## config.mk

```make
export PLATFORM = sky130hd
export DESIGN_NAME = multi_axis_task_completion_controller
export DESIGN_NICKNAME = d
export VERILOG_FILES = /design/src/hw/rtl/mtcc_pkg.sv /design/src/hw/rtl/mtcc_cfg_regs.sv /design/src/hw/rtl/mtcc_tracker.sv /design/src/hw/rtl/multi_axis_task_completion_controller.sv
export SDC_FILE = /design/constraint.sdc
export NUM_CORES = 1
export LEC_CHECK = 0
export ABC_AREA = 0
export BUFFER_PORTS_ARGS = -buffer_cell sky130_fd_sc_hd__buf_2
export CORE_MARGIN = 4
export CORE_UTILIZATION = 35
export CTS_CLUSTER_DIAMETER = 60
export DETAILED_ROUTE_END_ITERATION = 7
export GPL_TIMING_DRIVEN = 1
export SYNTH_ARGS = -nofsm -noshare
export SYNTH_HDL_FRONTEND = slang
export SYNTH_HIERARCHICAL = 1
export SYNTH_SLANG_ARGS = --single-unit
```

## constraint.sdc

```tcl
create_clock -name clk -period 11.5 [get_ports clk]
set_input_delay 0.575 -clock clk [delete_from_list [all_inputs] [get_ports clk]]
set_output_delay 0.575 -clock clk [all_outputs]
set_load 0.05 [all_outputs]
```

## src/hw/rtl/mtcc_pkg.sv

```systemverilog
// ----------------------------------------------------------------------------
// mtcc_pkg
// Shared types and codes for the multi-axis task completion controller.
// ----------------------------------------------------------------------------
`default_nettype none

package mtcc_pkg;

    // item kinds carried in tuser
    localparam logic OP_TICK  = 1'b0;
    localparam logic OP_START = 1'b1;

    // task identifiers
    localparam logic [2:0] TASK_DRIVE   = 3'd0;
    localparam logic [2:0] TASK_CLAW    = 3'd1;
    localparam logic [2:0] TASK_TIGHTEN = 3'd2;
    localparam logic [2:0] TASK_ARM     = 3'd3;
    localparam logic [2:0] TASK_HEADING = 3'd4;

    localparam int unsigned NUM_TASKS = 5;

    // configuration register indexes
    localparam logic [2:0] CFG_CLAW_THRESHOLD    = 3'd0;
    localparam logic [2:0] CFG_ARM_THRESHOLD     = 3'd1;
    localparam logic [2:0] CFG_HEADING_THRESHOLD = 3'd2;
    localparam logic [2:0] CFG_CLAW_FULL_SPEED   = 3'd3;
    localparam logic [2:0] CFG_LIFT_FULL_SPEED   = 3'd4;
    localparam logic [2:0] CFG_TURN_FULL_SPEED   = 3'd5;
    localparam logic [2:0] CFG_CLAW_CLOSED_POS   = 3'd6;

    // motor command codes
    typedef enum logic [1:0] {
        CLAW_NONE  = 2'd0,
        CLAW_OPEN  = 2'd1,
        CLAW_CLOSE = 2'd2,
        CLAW_STOP  = 2'd3
    } claw_act_t;

    typedef enum logic [1:0] {
        ARM_NONE = 2'd0,
        ARM_LIFT = 2'd1,
        ARM_DROP = 2'd2,
        ARM_STOP = 2'd3
    } arm_act_t;

    typedef enum logic [1:0] {
        TURN_NONE = 2'd0,
        TURN_CW   = 2'd1,
        TURN_CCW  = 2'd2
    } turn_act_t;

    // distance band limits
    localparam logic [16:0] CLAW_BAND_FINE   = 17'd250;
    localparam logic [16:0] CLAW_BAND_MID    = 17'd500;
    localparam logic [16:0] CLAW_BAND_COARSE = 17'd1000;
    localparam logic [16:0] ARM_BAND_FINE    = 17'd500;
    localparam logic [16:0] ARM_BAND_COARSE  = 17'd1000;
    localparam logic [16:0] TURN_BAND_FINE   = 17'd300;
    localparam logic [16:0] TURN_BAND_COARSE = 17'd600;
    localparam logic [16:0] STALL_LIMIT      = 17'd5;

    typedef struct packed {
        logic [11:0]        claw_threshold;
        logic [11:0]        arm_threshold;
        logic [11:0]        heading_threshold;
        logic [6:0]         claw_full_speed;
        logic [6:0]         lift_full_speed;
        logic [6:0]         turn_full_speed;
        logic signed [15:0] claw_shut_pos;
    } mtcc_cfg_t;

    typedef struct packed {
        logic               opcode;
        logic [2:0]         task_id;
        logic signed [15:0] task_target;
        logic signed [15:0] drive_encoder;
        logic signed [15:0] claw_sensor;
        logic signed [15:0] arm_sensor;
        logic signed [15:0] heading_sensor;
    } mtcc_item_t;

    typedef struct packed {
        logic       drive_stop;
        logic       encoder_reset;
        logic [1:0] claw_action;
        logic [6:0] claw_drive_speed;
        logic [1:0] arm_action;
        logic [6:0] arm_drive_speed;
        logic [1:0] turn_action;
        logic [6:0] turn_drive_speed;
        logic [4:0] active_tasks;
        logic       all_done;
    } mtcc_result_t;

    // difference of two 16-bit readings, exact in 17 bits
    function automatic logic signed [16:0] diff17(input logic signed [15:0] a,
                                                  input logic signed [15:0] b);
        diff17 = {a[15], a} - {b[15], b};
    endfunction

    // magnitude of a 17-bit difference, unsigned
    function automatic logic [16:0] mag17(input logic signed [16:0] v);
        mag17 = v[16] ? (17'd0 - v) : v;
    endfunction

    // truncating divide by three for a 7-bit speed (exact for every 7-bit input)
    function automatic logic [6:0] div3(input logic [6:0] v);
        logic [15:0] prod;
        prod = {9'd0, v} * 16'd171;
        div3 = {1'b0, prod[14:9]};
    endfunction

endpackage

`default_nettype wire

```

## src/hw/rtl/mtcc_cfg_regs.sv

```systemverilog
// ----------------------------------------------------------------------------
// mtcc_cfg_regs
// Configuration register file: thresholds, full speeds and closed position.
// ----------------------------------------------------------------------------
`default_nettype none

module mtcc_cfg_regs (
    input  wire logic               clk,
    input  wire logic               rst_n,
    input  wire logic               cfg_we,
    input  wire logic [2:0]         cfg_index,
    input  wire logic [15:0]        cfg_wdata,
    output mtcc_pkg::mtcc_cfg_t     cfg
);
    import mtcc_pkg::*;

    mtcc_cfg_t cfg_reg;
    mtcc_cfg_t cfg_next;

    // register write decode
    always_comb
    begin
        cfg_next = cfg_reg;
        if (cfg_we)
        begin
            unique case (cfg_index)
                CFG_CLAW_THRESHOLD:    cfg_next.claw_threshold       = cfg_wdata[11:0];
                CFG_ARM_THRESHOLD:     cfg_next.arm_threshold        = cfg_wdata[11:0];
                CFG_HEADING_THRESHOLD: cfg_next.heading_threshold    = cfg_wdata[11:0];
                CFG_CLAW_FULL_SPEED:   cfg_next.claw_full_speed      = cfg_wdata[6:0];
                CFG_LIFT_FULL_SPEED:   cfg_next.lift_full_speed      = cfg_wdata[6:0];
                CFG_TURN_FULL_SPEED:   cfg_next.turn_full_speed      = cfg_wdata[6:0];
                CFG_CLAW_CLOSED_POS:   cfg_next.claw_shut_pos        = cfg_wdata;
                default:               cfg_next = cfg_reg;
            endcase
        end
    end

    // register storage with reset defaults
    always_ff @(posedge clk or negedge rst_n)
    begin
        if (!rst_n)
        begin
            cfg_reg.claw_threshold       <= 12'd50;
            cfg_reg.arm_threshold        <= 12'd50;
            cfg_reg.heading_threshold    <= 12'd20;
            cfg_reg.claw_full_speed      <= 7'd127;
            cfg_reg.lift_full_speed      <= 7'd127;
            cfg_reg.turn_full_speed      <= 7'd127;
            cfg_reg.claw_shut_pos        <= 16'sd0;
        end
        else
        begin
            cfg_reg <= cfg_next;
        end
    end

    assign cfg = cfg_reg;

endmodule

`default_nettype wire

```

## src/hw/rtl/mtcc_tracker.sv

```systemverilog
// ----------------------------------------------------------------------------
// mtcc_tracker
// Task state and the per-item evaluation of all five tasks in one pass.
// ----------------------------------------------------------------------------
`default_nettype none

module mtcc_tracker (
    input  wire logic                 clk,
    input  wire logic                 rst_n,
    input  wire logic                 step,
    input  wire mtcc_pkg::mtcc_item_t item,
    input  wire mtcc_pkg::mtcc_cfg_t  cfg,
    output mtcc_pkg::mtcc_result_t    result
);
    import mtcc_pkg::*;

    logic [NUM_TASKS-1:0] active_reg, active_next;
    logic signed [15:0]   drive_target_reg, drive_target_next;
    logic signed [15:0]   claw_target_reg, claw_target_next;
    logic signed [15:0]   arm_target_reg, arm_target_next;
    logic signed [15:0]   heading_target_reg, heading_target_next;
    logic signed [15:0]   last_claw_reg, last_claw_next;

    // drive distance check
    logic drive_reached;
    assign drive_reached =
        ((drive_target_reg > 16'sd0) && (item.drive_encoder > drive_target_reg)) ||
        ((drive_target_reg < 16'sd0) && (item.drive_encoder < drive_target_reg));

    // claw position error and band speed
    logic signed [16:0] claw_err;
    logic [16:0]        claw_mag;
    logic               claw_far;
    logic [6:0]         claw_speed;
    assign claw_err = diff17(claw_target_reg, item.claw_sensor);
    assign claw_mag = mag17(claw_err);
    assign claw_far = claw_mag > {5'd0, cfg.claw_threshold};

    always_comb
    begin
        if (claw_mag < CLAW_BAND_FINE)
            claw_speed = cfg.claw_full_speed >> 3;
        else if (claw_mag < CLAW_BAND_MID)
            claw_speed = cfg.claw_full_speed >> 2;
        else if (claw_mag < CLAW_BAND_COARSE)
            claw_speed = cfg.claw_full_speed >> 1;
        else
            claw_speed = cfg.claw_full_speed;
    end

    // tightening: stall or near the closed position
    logic tight_done;
    assign tight_done =
        (mag17(diff17(last_claw_reg, item.claw_sensor)) <= STALL_LIMIT) ||
        (mag17(diff17(item.claw_sensor, cfg.claw_shut_pos)) <
         {5'd0, cfg.claw_threshold});

    // arm error, direction-dependent base speed and bands
    logic signed [16:0] arm_err;
    logic [16:0]        arm_mag;
    logic               arm_far;
    logic               arm_up;
    logic [6:0]         arm_base;
    logic [6:0]         arm_speed;
    assign arm_err  = diff17(arm_target_reg, item.arm_sensor);
    assign arm_mag  = mag17(arm_err);
    assign arm_far  = arm_mag > {5'd0, cfg.arm_threshold};
    assign arm_up   = (arm_err > 17'sd0);
    assign arm_base = arm_up ? cfg.lift_full_speed : div3(cfg.lift_full_speed);

    always_comb
    begin
        if (arm_mag < ARM_BAND_FINE)
            arm_speed = div3(arm_base);
        else if (arm_mag < ARM_BAND_COARSE)
            arm_speed = arm_base >> 1;
        else
            arm_speed = arm_base;
    end

    // heading error and band speed
    logic signed [16:0] head_err;
    logic [16:0]        head_mag;
    logic               head_far;
    logic [6:0]         turn_speed;
    assign head_err = diff17(heading_target_reg, item.heading_sensor);
    assign head_mag = mag17(head_err);
    assign head_far = head_mag > {5'd0, cfg.heading_threshold};

    always_comb
    begin
        if (head_mag < TURN_BAND_FINE)
            turn_speed = cfg.turn_full_speed >> 2;
        else if (head_mag < TURN_BAND_COARSE)
            turn_speed = cfg.turn_full_speed >> 1;
        else
            turn_speed = cfg.turn_full_speed;
    end

    // task updates in fixed order and result assembly
    always_comb
    begin
        active_next         = active_reg;
        drive_target_next   = drive_target_reg;
        claw_target_next    = claw_target_reg;
        arm_target_next     = arm_target_reg;
        heading_target_next = heading_target_reg;
        last_claw_next      = last_claw_reg;
        result              = '0;

        if (item.opcode == OP_START)
        begin
            unique case (item.task_id)
                TASK_DRIVE:
                begin
                    active_next[TASK_DRIVE] = 1'b1;
                    drive_target_next       = item.task_target;
                end
                TASK_CLAW:
                begin
                    active_next[TASK_CLAW] = 1'b1;
                    claw_target_next       = item.task_target;
                end
                TASK_TIGHTEN:
                begin
                    active_next[TASK_TIGHTEN] = 1'b1;
                end
                TASK_ARM:
                begin
                    active_next[TASK_ARM] = 1'b1;
                    arm_target_next       = item.task_target;
                end
                TASK_HEADING:
                begin
                    active_next[TASK_HEADING] = 1'b1;
                    heading_target_next       = item.task_target;
                end
                default:
                begin
                    active_next = active_reg;
                end
            endcase
        end
        else
        begin
            // drive
            if (active_reg[TASK_DRIVE] && drive_reached)
            begin
                result.drive_stop       = 1'b1;
                result.encoder_reset    = 1'b1;
                active_next[TASK_DRIVE] = 1'b0;
                drive_target_next       = 16'sd0;
            end
            // claw position
            if (active_reg[TASK_CLAW])
            begin
                if (claw_far)
                begin
                    result.claw_action      = (claw_err > 17'sd0) ? CLAW_OPEN : CLAW_CLOSE;
                    result.claw_drive_speed = claw_speed;
                end
                else
                begin
                    result.claw_action     = CLAW_STOP;
                    active_next[TASK_CLAW] = 1'b0;
                end
            end
            // claw tightening, overrides claw position once done
            if (active_reg[TASK_TIGHTEN])
            begin
                last_claw_next = item.claw_sensor;
                if (tight_done)
                begin
                    result.claw_action        = CLAW_STOP;
                    result.claw_drive_speed   = 7'd0;
                    last_claw_next            = 16'sd0;
                    active_next[TASK_TIGHTEN] = 1'b0;
                end
            end
            // arm
            if (active_reg[TASK_ARM])
            begin
                if (arm_far)
                begin
                    result.arm_action      = arm_up ? ARM_LIFT : ARM_DROP;
                    result.arm_drive_speed = arm_speed;
                end
                else
                begin
                    result.arm_action     = ARM_STOP;
                    active_next[TASK_ARM] = 1'b0;
                end
            end
            // heading
            if (active_reg[TASK_HEADING])
            begin
                if (head_far)
                begin
                    result.turn_action      = (head_err > 17'sd0) ? TURN_CW : TURN_CCW;
                    result.turn_drive_speed = turn_speed;
                end
                else
                begin
                    result.drive_stop         = 1'b1;
                    active_next[TASK_HEADING] = 1'b0;
                end
            end
        end

        result.active_tasks = active_next;
        result.all_done     = (active_next == '0);
    end

    // task state
    always_ff @(posedge clk or negedge rst_n)
    begin
        if (!rst_n)
        begin
            active_reg         <= '0;
            drive_target_reg   <= 16'sd0;
            claw_target_reg    <= 16'sd0;
            arm_target_reg     <= 16'sd0;
            heading_target_reg <= 16'sd0;
            last_claw_reg      <= 16'sd0;
        end
        else if (step)
        begin
            active_reg         <= active_next;
            drive_target_reg   <= drive_target_next;
            claw_target_reg    <= claw_target_next;
            arm_target_reg     <= arm_target_next;
            heading_target_reg <= heading_target_next;
            last_claw_reg      <= last_claw_next;
        end
    end

`ifndef SYNTHESIS
    // a finished drive always stops the base
    assert property (@(posedge clk) disable iff (!rst_n)
        step && result.encoder_reset |-> result.drive_stop)
        else $error("encoder reset without drive stop");

    // a finished drive leaves a zero target behind
    assert property (@(posedge clk) disable iff (!rst_n)
        step && result.encoder_reset |=> drive_target_reg == 16'sd0)
        else $error("drive target not cleared after finish");

    // the reported mask is what the state takes on
    assert property (@(posedge clk) disable iff (!rst_n)
        step |=> active_reg == $past(result.active_tasks))
        else $error("active mask does not match reported mask");

    // start items drive no motor
    assert property (@(posedge clk) disable iff (!rst_n)
        step && item.opcode == OP_START |->
            result.claw_action == CLAW_NONE && result.arm_action == ARM_NONE &&
            result.turn_action == TURN_NONE && !result.drive_stop)
        else $error("motor command on a start item");
`endif

endmodule

`default_nettype wire

```

## src/hw/rtl/multi_axis_task_completion_controller.sv

```systemverilog
// Path: an accepted item passes the input register, then the result register,
// and its result is held there while the output stalls.
// Throughput: one item per cycle while the output does not stall; all five
// task checks are evaluated in a single pass, input register to result register.
// Reset: rst_n clears all tasks, targets and the last claw reading, and
// loads the configuration defaults; no clearing pass is needed.
// ----------------------------------------------------------------------------
// multi_axis_task_completion_controller
// Five-task motion completion tracker with stream input and output.
// ----------------------------------------------------------------------------
`default_nettype none

module multi_axis_task_completion_controller (
    input  wire logic        clk,
    input  wire logic        rst_n,
    // configuration write port
    input  wire logic        cfg_we,
    input  wire logic [2:0]  cfg_index,
    input  wire logic [15:0] cfg_wdata,
    // input stream
    input  wire logic        s_tvalid,
    output logic             s_tready,
    // tdata: task_id[2:0], task_target[18:3], drive_encoder[34:19],
    //        claw_sensor[50:35], arm_sensor[66:51], heading_sensor[82:67]
    input  wire logic [87:0] s_tdata,
    // tuser: opcode[0]
    input  wire logic        s_tuser,
    // output stream
    output logic             m_tvalid,
    input  wire logic        m_tready,
    // tdata: drive_stop[0], encoder_reset[1], claw_action[3:2],
    //        claw_drive_speed[10:4], arm_action[12:11], arm_drive_speed[19:13],
    //        turn_action[21:20], turn_drive_speed[28:22], active_tasks[33:29],
    //        all_done[34]
    output logic [39:0]      m_tdata
);
    import mtcc_pkg::*;

    mtcc_cfg_t    cfg;
    mtcc_item_t   in_item_reg, in_item_next;
    logic         in_valid_reg, in_valid_next;
    mtcc_result_t result;
    mtcc_result_t out_data_reg, out_data_next;
    logic         out_valid_reg, out_valid_next;
    logic         fire;
    logic         in_take;

    mtcc_cfg_regs u_cfg_regs (
        .clk       (clk),
        .rst_n     (rst_n),
        .cfg_we    (cfg_we),
        .cfg_index (cfg_index),
        .cfg_wdata (cfg_wdata),
        .cfg       (cfg)
    );

    mtcc_tracker u_tracker (
        .clk    (clk),
        .rst_n  (rst_n),
        .step   (fire),
        .item   (in_item_reg),
        .cfg    (cfg),
        .result (result)
    );

    // handshake: evaluate when the result register is free or draining
    assign fire     = in_valid_reg && (!out_valid_reg || m_tready);
    assign s_tready = !in_valid_reg || fire;
    assign in_take  = s_tvalid && s_tready;

    // input register next state
    always_comb
    begin
        in_item_next  = in_item_reg;
        in_valid_next = in_valid_reg;
        if (in_take)
        begin
            in_valid_next              = 1'b1;
            in_item_next.opcode         = s_tuser;
            in_item_next.task_id        = s_tdata[2:0];
            in_item_next.task_target    = s_tdata[18:3];
            in_item_next.drive_encoder  = s_tdata[34:19];
            in_item_next.claw_sensor    = s_tdata[50:35];
            in_item_next.arm_sensor     = s_tdata[66:51];
            in_item_next.heading_sensor = s_tdata[82:67];
        end
        else if (fire)
        begin
            in_valid_next = 1'b0;
        end
    end

    // result register next state
    always_comb
    begin
        out_data_next  = out_data_reg;
        out_valid_next = out_valid_reg;
        if (fire)
        begin
            out_valid_next = 1'b1;
            out_data_next  = result;
        end
        else if (m_tready)
        begin
            out_valid_next = 1'b0;
        end
    end

    // valid flags
    always_ff @(posedge clk or negedge rst_n)
    begin
        if (!rst_n)
        begin
            in_valid_reg  <= 1'b0;
            out_valid_reg <= 1'b0;
        end
        else
        begin
            in_valid_reg  <= in_valid_next;
            out_valid_reg <= out_valid_next;
        end
    end

    // payload registers
    always_ff @(posedge clk)
    begin
        in_item_reg  <= in_item_next;
        out_data_reg <= out_data_next;
    end

    // output packing
    assign m_tvalid = out_valid_reg;
    assign m_tdata  = {5'd0,
                       out_data_reg.all_done,
                       out_data_reg.active_tasks,
                       out_data_reg.turn_drive_speed,
                       out_data_reg.turn_action,
                       out_data_reg.arm_drive_speed,
                       out_data_reg.arm_action,
                       out_data_reg.claw_drive_speed,
                       out_data_reg.claw_action,
                       out_data_reg.encoder_reset,
                       out_data_reg.drive_stop};

endmodule

`default_nettype wire

```

Word level (Yosys, flattened, before mapping)
Index checks and enable logic that the tools add are counted.
{"block": "totals", "output_inout_bits": 42, "ff_bits": 279, "romBits": 0, "wordCells": 165, "in_bits": 113, "ram_bits": 0, "latchBits": 0, "memories": 0}
{"block": "classes", "reduce_logical": 35, "shift": 0, "addsub": 10, "magnitude_cmp": 19, "n_bitwise": 5, "n_div": 0, "mux": 48, "multipliers": 2, "n_eq_ne": 11}
{"operator": "$mux 17", "count": 5}
{"operator": "$sub 1x17->17 const A", "count": 5}
{"operator": "$sub 16x16->17", "count": 5}
{"operator": "$mux 16", "count": 4}
{"operator": "$gt 17x1->1 const B", "count": 3}
{"operator": "$gt 17x12->1", "count": 3}
{"operator": "$lt 17x10->1 const B", "count": 3}
{"operator": "$lt 17x9->1 const B", "count": 3}
{"operator": "$mux 7", "count": 5}
{"operator": "$mul 7x8->15 const B", "count": 2}
{"operator": "$mux 9", "count": 3}
{"operator": "$mux 1", "count": 20}
{"operator": "$mux 6", "count": 3}
{"operator": "$le 17x3->1 const B", "count": 1}
{"operator": "$lt 17x12->1", "count": 1}
{"operator": "$lt 17x8->1 const B", "count": 1}
{"operator": "$gt 16x1->1 const B", "count": 1}
{"operator": "$gt 16x16->1", "count": 1}
{"operator": "$lt 16x1->1 const B", "count": 1}
{"operator": "$lt 16x16->1", "count": 1}
{"operator": "$reduce_and 3->1", "count": 5}
{"operator": "$reduce_and 2->1", "count": 7}
{"operator": "$eq 3x2->1 const B", "count": 4}
{"operator": "$eq 3x3->1 const B", "count": 4}
{"operator": "other kinds (15)", "count": 39}

Logic depth before layout (Yosys ltp)
Gate-level depths: netlist (run 1).
{"block": "depth", "depth_word": 11, "mapped_depth": 34, "mapped_depth_nobuf": 34}

Hierarchy
Netlist (run 1), hierarchy kept.
{"mod": "mtcc_tracker", "n_inst": 1, "area_each_um2": 14119.8, "cells_each": 1748}
{"mod": "multi_axis_task_completion_controller", "n_inst": 1, "area_each_um2": 3718.6, "cells_each": 133}
{"mod": "mtcc_cfg_regs", "n_inst": 1, "area_each_um2": 2940.3, "cells_each": 159}

Least setup slack after synthesis (run 1)
OpenSTA, ideal clock, no wires.
{"block": "synth_path", "path_type": "reg-to-reg", "start": "register u_cfg_regs.cfg_reg (netlist bit u_cfg_regs/cfg[27])", "end": "register out_data_reg (netlist bit m_tdata[18]), data pin", "t_arrival_ns": 7.711, "setup_ns": 0.265, "n_path_buf": 0, "path_stages_with_launch": 32, "slack_ns": 3.524, "required_time_ns": 11.236, "cell_sequence": "dfstp_2 ha_1 fa_1 inv_1 fa_1 inv_1 fa_1 ha_1 or3_1 a31o_2 a31oi_1 nor2b_1 nor2_1 nor2b_1 nor2_1 xnor2_1 o21ai_0 inv_1 ha_1 inv_1 fa_1 fa_1 fa_1 inv_1 ha_1 a21o_1 a21o_1 a21oi_1 o21ai_0 a2111oi_0 or4b_1 nand3_1"}
{"block": "synth_via", "elab_chain_cells": 4, "elab_cells_between_ends": 5}
{"item": "from (decl)", "line": "mtcc_cfg_regs.sv:17", "source": "mtcc_cfg_t cfg_reg;"}
{"item": "from (signal assigned)", "line": "mtcc_cfg_regs.sv:54", "source": "cfg_reg <= cfg_next;"}
{"item": "$mul 7x8->15", "line": "mtcc_pkg.sv:109", "source": "prod = {9'd0, v} * 16'd171;"}
{"item": "$mux 7 (*)", "line": "mtcc_tracker.sv:69", "source": "assign arm_base = arm_up ? cfg.lift_full_speed : div3(cfg.lift_full_speed);"}
{"item": "$mul 7x8->15 or $mux 6 (tied branches)", "line": "mtcc_pkg.sv:109, mtcc_tracker.sv:75"}
{"item": "$mux 6 (*)", "line": "mtcc_tracker.sv:73", "source": "if (arm_mag < ARM_BAND_FINE)"}
{"item": "to (signal assigned)", "line": "multi_axis_task_completion_controller.sv:128", "source": "out_data_reg <= out_data_next;"}
{"item": "to (decl)", "line": "multi_axis_task_completion_controller.sv:43", "source": "mtcc_result_t out_data_reg, out_data_next;"}
Every way passes the cells marked *; elsewhere a longest branch is shown, timed or not.
A chain may end at the register's enable or synchronous reset.

Worst setup path in the final report (run 1)
Ends and elaborated chain as after synthesis.

==> summary.md, run 1 <==
| Metric | Value |
|---|---|
| Row cnt | `~90` |
| MaxCap Viol Count | `0` |
| Drt first pass iters | `5` |
| Post-synthesis sequential area ratio | `between 30% and 40%` |
| CTS root buf | `clkbuf_16` |
| Most common cell after layout, fill and taps aside | `ha_1` |
| Pin count of the biggest net entering global routing | `around 110` |
| RSZ-0062 raised after global routing | `no` |
| Hold Crit Class | `in -> async` |
| Proportion of power drawn by combinational gates | `about 65%` |
| Met2 GRT Util | `~28%` |
| CTS Buf Count | `39` |
| Worst slew pin tran | `between 1000 and 1500 ps` |
| Switching share of power | `between 40% and 50%` |
| IO Pins | `approximately 160` |
| Die width | `252 um` |
| Post-synth top flop | `dfrtp_1` |
| Avg Cell Area, Syn | `around 10 um^2` |
| CTS Hold Bufs | `0` |
| GRT met1 Usage | `~23%` |
| Via density | `5.34` |
| Pwr/cell area | `between 300 and 400 nW/um^2` |
| First-pass GRT wire length | `between 80000 and 90000 um` |
| Setup Viol. Count Final | `0` |
| Total grt overflow | `0` |
| Ys Warns | `6` |
| Grt peak-use layer | `met2` |
| Share of layout cells above drive strength 1 | `between 10% and 20%` |
| Layout Utilization | `about two fifths` |
| Max clock buf depth | `3` |
| Worst path slowest cell | `dfstp_2` |
| Ant. Diodes | `0` |
| Port Buf Inserts | `approximately 140` |
| FF+latch count, synth | `~280` |
| Setup Fix Bufs, Post-CTS | `0` |
| Status | `finished clean` |
| Layout area overhead | `14.3%` |
| DRC errors left | `0` |
| Initial antenna violation count | `1` |
| Fmax | `~0.12 GHz` |
| CP max FO | `5` |
| Largest register FFs | `84` |
| Synth Instances | `approximately 2.0k` |
| Slew Viols, Final | `0` |
| Worst path most repeated cell | `fa_1` |
| Routed vias | `about 16k` |
| Cell Area, Placed | `approximately 22000 um^2` |
| Vias in the first global route | `roughly 16k` |
| Pint | `between 4000 and 5000 uW` |
| Die height | `252 um` |
| VDD IR max | `about 370 uV` |
| Clock latency on the worst-skew pair | `560 ps` |
| Post-synthesis async set-or-reset flop share | `roughly 57%` |
| Clock slew at reported path FFs | `50 ps` |
| Resize count post-CTS | `0` |
| Filler cell count | `5599` |
| DIE AREA | `63300 um^2` |
| Dpl hpwl | `between 40000 and 50000 um` |
| Startpoint types | `register` |
| Most frequent cells in the layout | `ha_1 (218), inv_1 (213), buf_2 (143), dfrtp_1 (131), edfxtp_1 (119)` |
| Sw Pwr | `between 3000 and 4000 uW` |
| WS Path Type | `reg -> reg` |
| Setup tns final | `0 ps` |
| Final ANT Viol Nets | `0` |
| Worst stage delay on the critical path | `between 500 and 600 ps` |
| Final nets | `roughly 2.5k` |
| Worst path required time | `between 10000 and 15000 ps` |
| CTS tree | `done` |
| Tot GR Track Use | `approximately 17%` |
| Fin crit period | `~8700 ps` |
| Clk pwr share | `between 10% and 20%` |
| Core region area | `58900 um^2` |
| Worst Path Arrival | `about 9000 ps` |
| Max Clock Skew | `around 24 ps` |
| Synth cell types | `approximately 110` |
| WL final | `~55000 um` |
| DR WL/cell | `18.3 um` |
| Design area | `between 20000 and 25000 um^2` |
| Fin crit share | `75.5%` |
| EDFF count, synth | `~120` |
| Starting Density | `35.3%` |
| Global Route met3 Usage | `~2.7%` |
| Fin. Hold Viols | `0` |
| Iteration-0 DRC Markers | `around 940` |
| CTS H-tree lvls | `2` |
| Leak | `0.0106 uW` |
| Max_slew headroom | `20.1%` |
| Final Total Pwr | `slightly below 8000 uW` |
| Crit. End Element | `register` |
| Sequential power share | `between 10% and 20%` |
| Placer congestion estimate | `around 0.87` |
| Clock sink count | `279` |
| Mapped Area | `~21000 um^2` |
-- critical path: cells and delay by family, from the launching register on --
kind	cells	cell delay [ps]
buf+inv	5	400
flops	1	580
fa+ha+maj	10	4120
xor+xnor	1	70
compound gates	8	2180
simple gates	7	1100
-- layout make-up --
| type | instances | area, um^2 | share of cell area (%) |
|---|---|---|---|
| tap | 773 | 967 | 4.07 |
| clock buffer | 55 | 1180 | 4.98 |
| multi-input combinational | 1505 | 12100 | 51.1 |
| timing repair buffer | 154 | 802 | 3.38 |
| inverter | 213 | 800 | 3.37 |
| sequential | 279 | 7610 | 32.1 |
| clock inverter | 17 | 246 | 1.04 |
-- layer usage --
metal  wire [um]  share of wire (%)
met2       25100                 46
met5           0                  0
met3        2590                4.7
met1       25400                 46
met4        1700                3.1
-- through the flow --
step / hold WS, ps / setup slack (ps) / cells
CTS: 146 / 2790 / 2996
global placement: 467 / 2920 / 2924
global route: 155 / 2190 / 2996
finish: 161 / 2820 / 2996
detailed placement: 472 / 2810 / 2924
floorplan: 279 / 3520 / 2044
-- synthesized netlist by cell type (all sizes together), types with 22 or more instances --
master	number	area, um^2
mux2i	23	230
nor3	45	236
dfrtp	131	3280
and3	22	138
ha	218	2730
nor2b	31	194
o21a	38	285
inv	213	800
nand2	117	439
o21ai	105	541
clkbuf	30	113
fa	22	440
edfxtp	119	3570
o31ai	24	180
nand3	41	205
xor2	31	272
mux2	127	1510
xnor2	63	571
dfstp	29	762
nand2b	29	189
nor2	99	374
a21oi	86	438
a21o	51	383
-- worst paths after layout --
path | startpoint | to | slack (ps) | depth (start not counted)
setup / recovery | u_cfg_regs/cfg[27]$_DFFE_PN1P_ | m_tdata[18]$_DFFE_PP_ | 2820 | 31
hold / removal | rst_n | u_cfg_regs/cfg[5]$_DFFE_PN0P_ | 160 | 1
setup reg to reg | u_cfg_regs/cfg[27]$_DFFE_PN1P_ | m_tdata[18]$_DFFE_PP_ | 2820 | 31
hold reg to reg | u_tracker/last_claw_reg[9]$_DFFE_PN0P_ | u_tracker/last_claw_reg[9]$_DFFE_PN0P_ | 480 | 2
max in group asynchronous | rst_n | u_tracker/heading_target_reg[7]$_DFFE_PN0P_ | 10020 | 2
min in group clk | s_tdata[54] | in_item_reg[19]$_DFFE_PP_ | 190 | 1
-- cell families after synthesis --
family	count (synthesis)	share of synthesized area, %
simple gates	515	13.4
compound gates	501	17.2
flops	279	36.6
buf+inv	260	5.05
fa+ha+maj	240	15.2
mux	150	8.35
xor+xnor	94	4.05
other cells	1	0.0180
-- power groups by stage --
| stage | Sequential (uW) | Combinational, uW | Clock (uW) |
|---|---|---|---|
| global placement | 1460 | 4940 | 0 |
| detailed placement | 1470 | 5060 | 0 |
| floorplan | 1500 | 3920 | 0 |
| global route | 1480 | 5820 | 1390 |
| finish | 1450 | 5110 | 1310 |
| CTS | 1450 | 5120 | 1350 |
Power figures use the tool's default switching activity.
==> inputs of run 2 (changes only) <==
--- a/config.mk
+++ b/config.mk
@@ -5,7 +5,7 @@
 export SDC_FILE = /design/constraint.sdc
 export NUM_CORES = 1
 export LEC_CHECK = 0
-export ABC_AREA = 0
+export ABC_AREA = 1
 export BUFFER_PORTS_ARGS = -buffer_cell sky130_fd_sc_hd__buf_2
 export CORE_MARGIN = 4
 export CORE_UTILIZATION = 35
==> constraint.sdc (replaced) <==
create_clock -name clk -period 8.1 [get_ports clk]
set_input_delay 0.405 -clock clk [delete_from_list [all_inputs] [get_ports clk]]
set_output_delay 0.405 -clock clk [all_outputs]
set_load 0.05 [all_outputs]
==> run 2 against run 1 <==
Global-route usage is 0.34 points higher. Total power grew 22%. Count of clock-buffer cells in the layout shrank 6. Worst setup slack lost 2300 ps. Maximum frequency is 15% higher. Clock skew is 8.5 ps lower. Design area is 5.2% higher. Worst hold slack got worse by 130 ps. Critical endpoint unchanged.
==> summary.md, run 2 <==
| Metric | Value |
|---|---|
| Largest area contributor in the netlist | `edfxtp_1` |
| Core region area | `about 62000 um^2` |
| Most frequent cells in the layout | `nand2_1 (853), inv_1 (477), nand3_1 (233), ha_1 (218), nor2_1 (160)` |
| Final nets | `approximately 3.5k` |
| Design area | `25000 um^2` |
| Most numerous cell in the Yosys netlist | `nand2_1` |
| Worst stage delay on the critical path | `roughly 580 ps` |
| Post-synth top area share | `roughly 16%` |
| Most common cell after layout, fill and taps aside | `nand2_1` |
| IO Pins | `between 150 and 200` |
| Row cnt | `between 90 and 100` |
| Fin crit share | `between 90% and 100%` |
| Layout area overhead | `13.9%` |
| Cell Area, Placed | `23500 um^2` |
| Fmax | `about 0.13 GHz` |
| FF+latch count, synth | `between 200 and 300` |
| DRC errors left | `0` |
| Share of layout cells above drive strength 1 | `11.0%` |
| Multi-input gate area | `roughly 12000 um^2` |
| CTS tree | `done` |
| Synth Instances | `around 2.9k` |
| Crit. End Element | `register` |
| Ys Warns | `6` |
| Drt first pass iters | `5` |
| MaxCap Viol Count | `0` |
| Iteration-0 DRC Markers | `about 1.3k` |
| Worst path slowest cell | `dfstp_2` |
| Path depth of the worst reg2reg path | `34` |
| WL final | `slightly below 60000 um` |
| Max clock buf depth | `3` |
| Routed vias | `about 19k` |
| Reg2reg end | `m_tdata[18]$_DFFE_PP_` |
| Placer congestion estimate | `roughly 0.88` |
| Fin crit period | `~7600 ps` |
| Final ANT Viol Nets | `0` |
| Synth cell types | `57` |
| Filler cell count | `around 6.5k` |
| Tot GR Track Use | `between 10% and 20%` |
| CP max FO | `5` |
| Die width | `approximately 260 um` |
| Hold slack | `approximately 32 ps` |
| Clock sink count | `around 280` |
| Hold Crit Class | `in -> reg` |
| Status | `finished clean` |
| R2r startpoint | `u_cfg_regs/cfg[27]$_DFFE_PN1P_` |
| DIE AREA | `about 67000 um^2` |
| Origin of the worst setup path | `u_cfg_regs/cfg[27]$_DFFE_PN1P_` |
| Port Buf Inserts | `about 140` |
| Total grt overflow | `0` |
| EDFF count, synth | `between 100 and 150` |
| Post-synthesis async set-or-reset flop share | `57.3%` |
| Clock slew at reported path FFs | `~60 ps` |
| Pin count of the biggest net entering global routing | `68` |
| Initial antenna violation count | `0` |
| Worst path most repeated cell | `nand2_1` |
| Commonest cells in the netlist | `nand2_1 (853), inv_1 (478), nand3_1 (233)` |
| Worst Path Arrival | `between 7000 and 8000 ps` |
| Setup Viol. Count Final | `0` |
| WS Path Type | `reg -> reg` |
| Worst slew pin tran | `1120 ps` |
| Avg Cell Area, Syn | `~7.5 um^2` |
| Slew Viols, Final | `0` |
| Startpoint types | `register` |
| Hold depth | `1` |
| CTS Buf Count | `38` |
| Starting Density | `between 30% and 40%` |
| Clock latency on the worst-skew pair | `approximately 550 ps` |
| Hold_sp | `s_tdata[37]` |
| Synth top area cells | `edfxtp_1 (16%), dfrtp_1 (15%), nand2_1 (15%)` |
| CTS H-tree lvls | `2` |
| Setup tns final | `0 ps` |
| CP endpoint | `m_tdata[18]$_DFFE_PP_` |
| Mapped Area | `21900 um^2` |
| DR WL/cell | `between 10 and 15 um` |
| Max Clock Skew | `roughly 15 ps` |
| Die height | `around 260 um` |
| R2R Setup Slk | `540 ps` |
| CTS root buf | `clkbuf_16` |
| Via density | `roughly 4.7` |
| Largest register FFs | `84` |
| FF+latch area | `7610 um^2` |
| Dpl hpwl | `46200 um` |
| Post-synthesis sequential area ratio | `between 30% and 40%` |
| Fin. Hold Viols | `0` |
| Leak | `0.0130 uW` |
| Max_slew headroom | `24.9%` |
| Post-synth top flop | `dfrtp_1` |
| Vias in the first global route | `between 15k and 20k` |
| RSZ-0062 raised after global routing | `no` |
| Worst path required time | `around 8400 ps` |
| VDD IR max | `roughly 340 uV` |
| Layout Utilization | `between 40% and 50%` |
| First-pass GRT wire length | `93800 um` |
| Pwr/cell area | `around 380 nW/um^2` |
## run 2: cell types whose count changed after synthesis, sizes merged, moves of 48 or more
cell	delta
a21o	-48
inv	+282
mux2	-127
nand2	+762
nand3	+210
nand4	+49
nor2	+84
o21ai	+75
## run 2: area by class of cell
cell class / instances / share of cell area, %
multi-input cells: 2117 / 48.8
flip-flops and latches: 279 / 30.5
inverters: 495 / 7.45
clock buffers: 49 / 4.35
well taps: 837 / 4.19
repair buffers: 175 / 4.05
clock inverters: 20 / 0.646
diodes: 1 / 0.0100
## run 2: cells by family after synthesis
| kind of cell | synth area share [%] |
|---|---|
| simple gates | 29.1 |
| buf+inv | 9.78 |
| compound gates | 9.05 |
| flops | 34.7 |
| fa+ha+maj | 14.5 |
| xor+xnor | 2.85 |
| other cells | 0.0171 |
| mux | 0.0457 |
## run 2: how the worst min path moves through the flow
stage | slack [ps] | endpoint
global placement | 330 | u_tracker/last_claw_reg[15]$_DFFE_PN0P_
global route | 0.3 | in_item_reg[54]$_DFFE_PP_
detailed placement | 330 | u_tracker/last_claw_reg[15]$_DFFE_PN0P_
CTS | 0.1 | in_item_reg[21]$_DFFE_PP_
floorplan | 110 | in_valid_reg$_DFFE_PN0P_
finish | 30 | in_item_reg[34]$_DFFE_PP_
## run 2: layer usage
metal	vias to the layer above	global-route usage [%]	wire [um]
met5	-	0	0
met4	0	3.46	971
met3	60	3.27	2910
met2	334	27.9	26000
met1	8540	24.5	28700
li1	9903	-	-
## run 2: critical path, delay by kind of cell (launching register included)
| family | cells | cell delay, ps |
|---|---|---|
| buf+inv | 7 | 490 |
| fa+ha+maj | 10 | 4210 |
| compound gates | 8 | 1360 |
| simple gates | 9 | 660 |
| flops | 1 | 580 |
## run 2: power by group
part | internal (uW) | switching, uW | leakage, uW | total [uW]
Clock | 991 | 662 | 0.000616 | 1650
Combinational | 2100 | 3860 | 0.00926 | 5950
Sequential | 1790 | 178 | 0.00312 | 1970
Total | 4880 | 4700 | 0.0130 | 9580
## run 2: timing repair
action	4_1_cts	5_1_grt
setup buffers	0	0
resized for setup	0	0
hold buffers	19	2
hold endpoints to repair	50	2
endpoints found under the setup margin	0	0
## run 2: metrics by stage
| step | std cells | power [uW] | setup slack [ps] |
|---|---|---|---|
| after CTS | 3970 | 9640 | 517 |
| final | 3973 | 9580 | 538 |
| after global placement | 3882 | 7850 | 607 |
| after floorplan | 2938 | 6610 | 1020 |
| after detailed placement | 3882 | 7900 | 548 |
| after global routing | 3972 | 10700 | 6.41 |
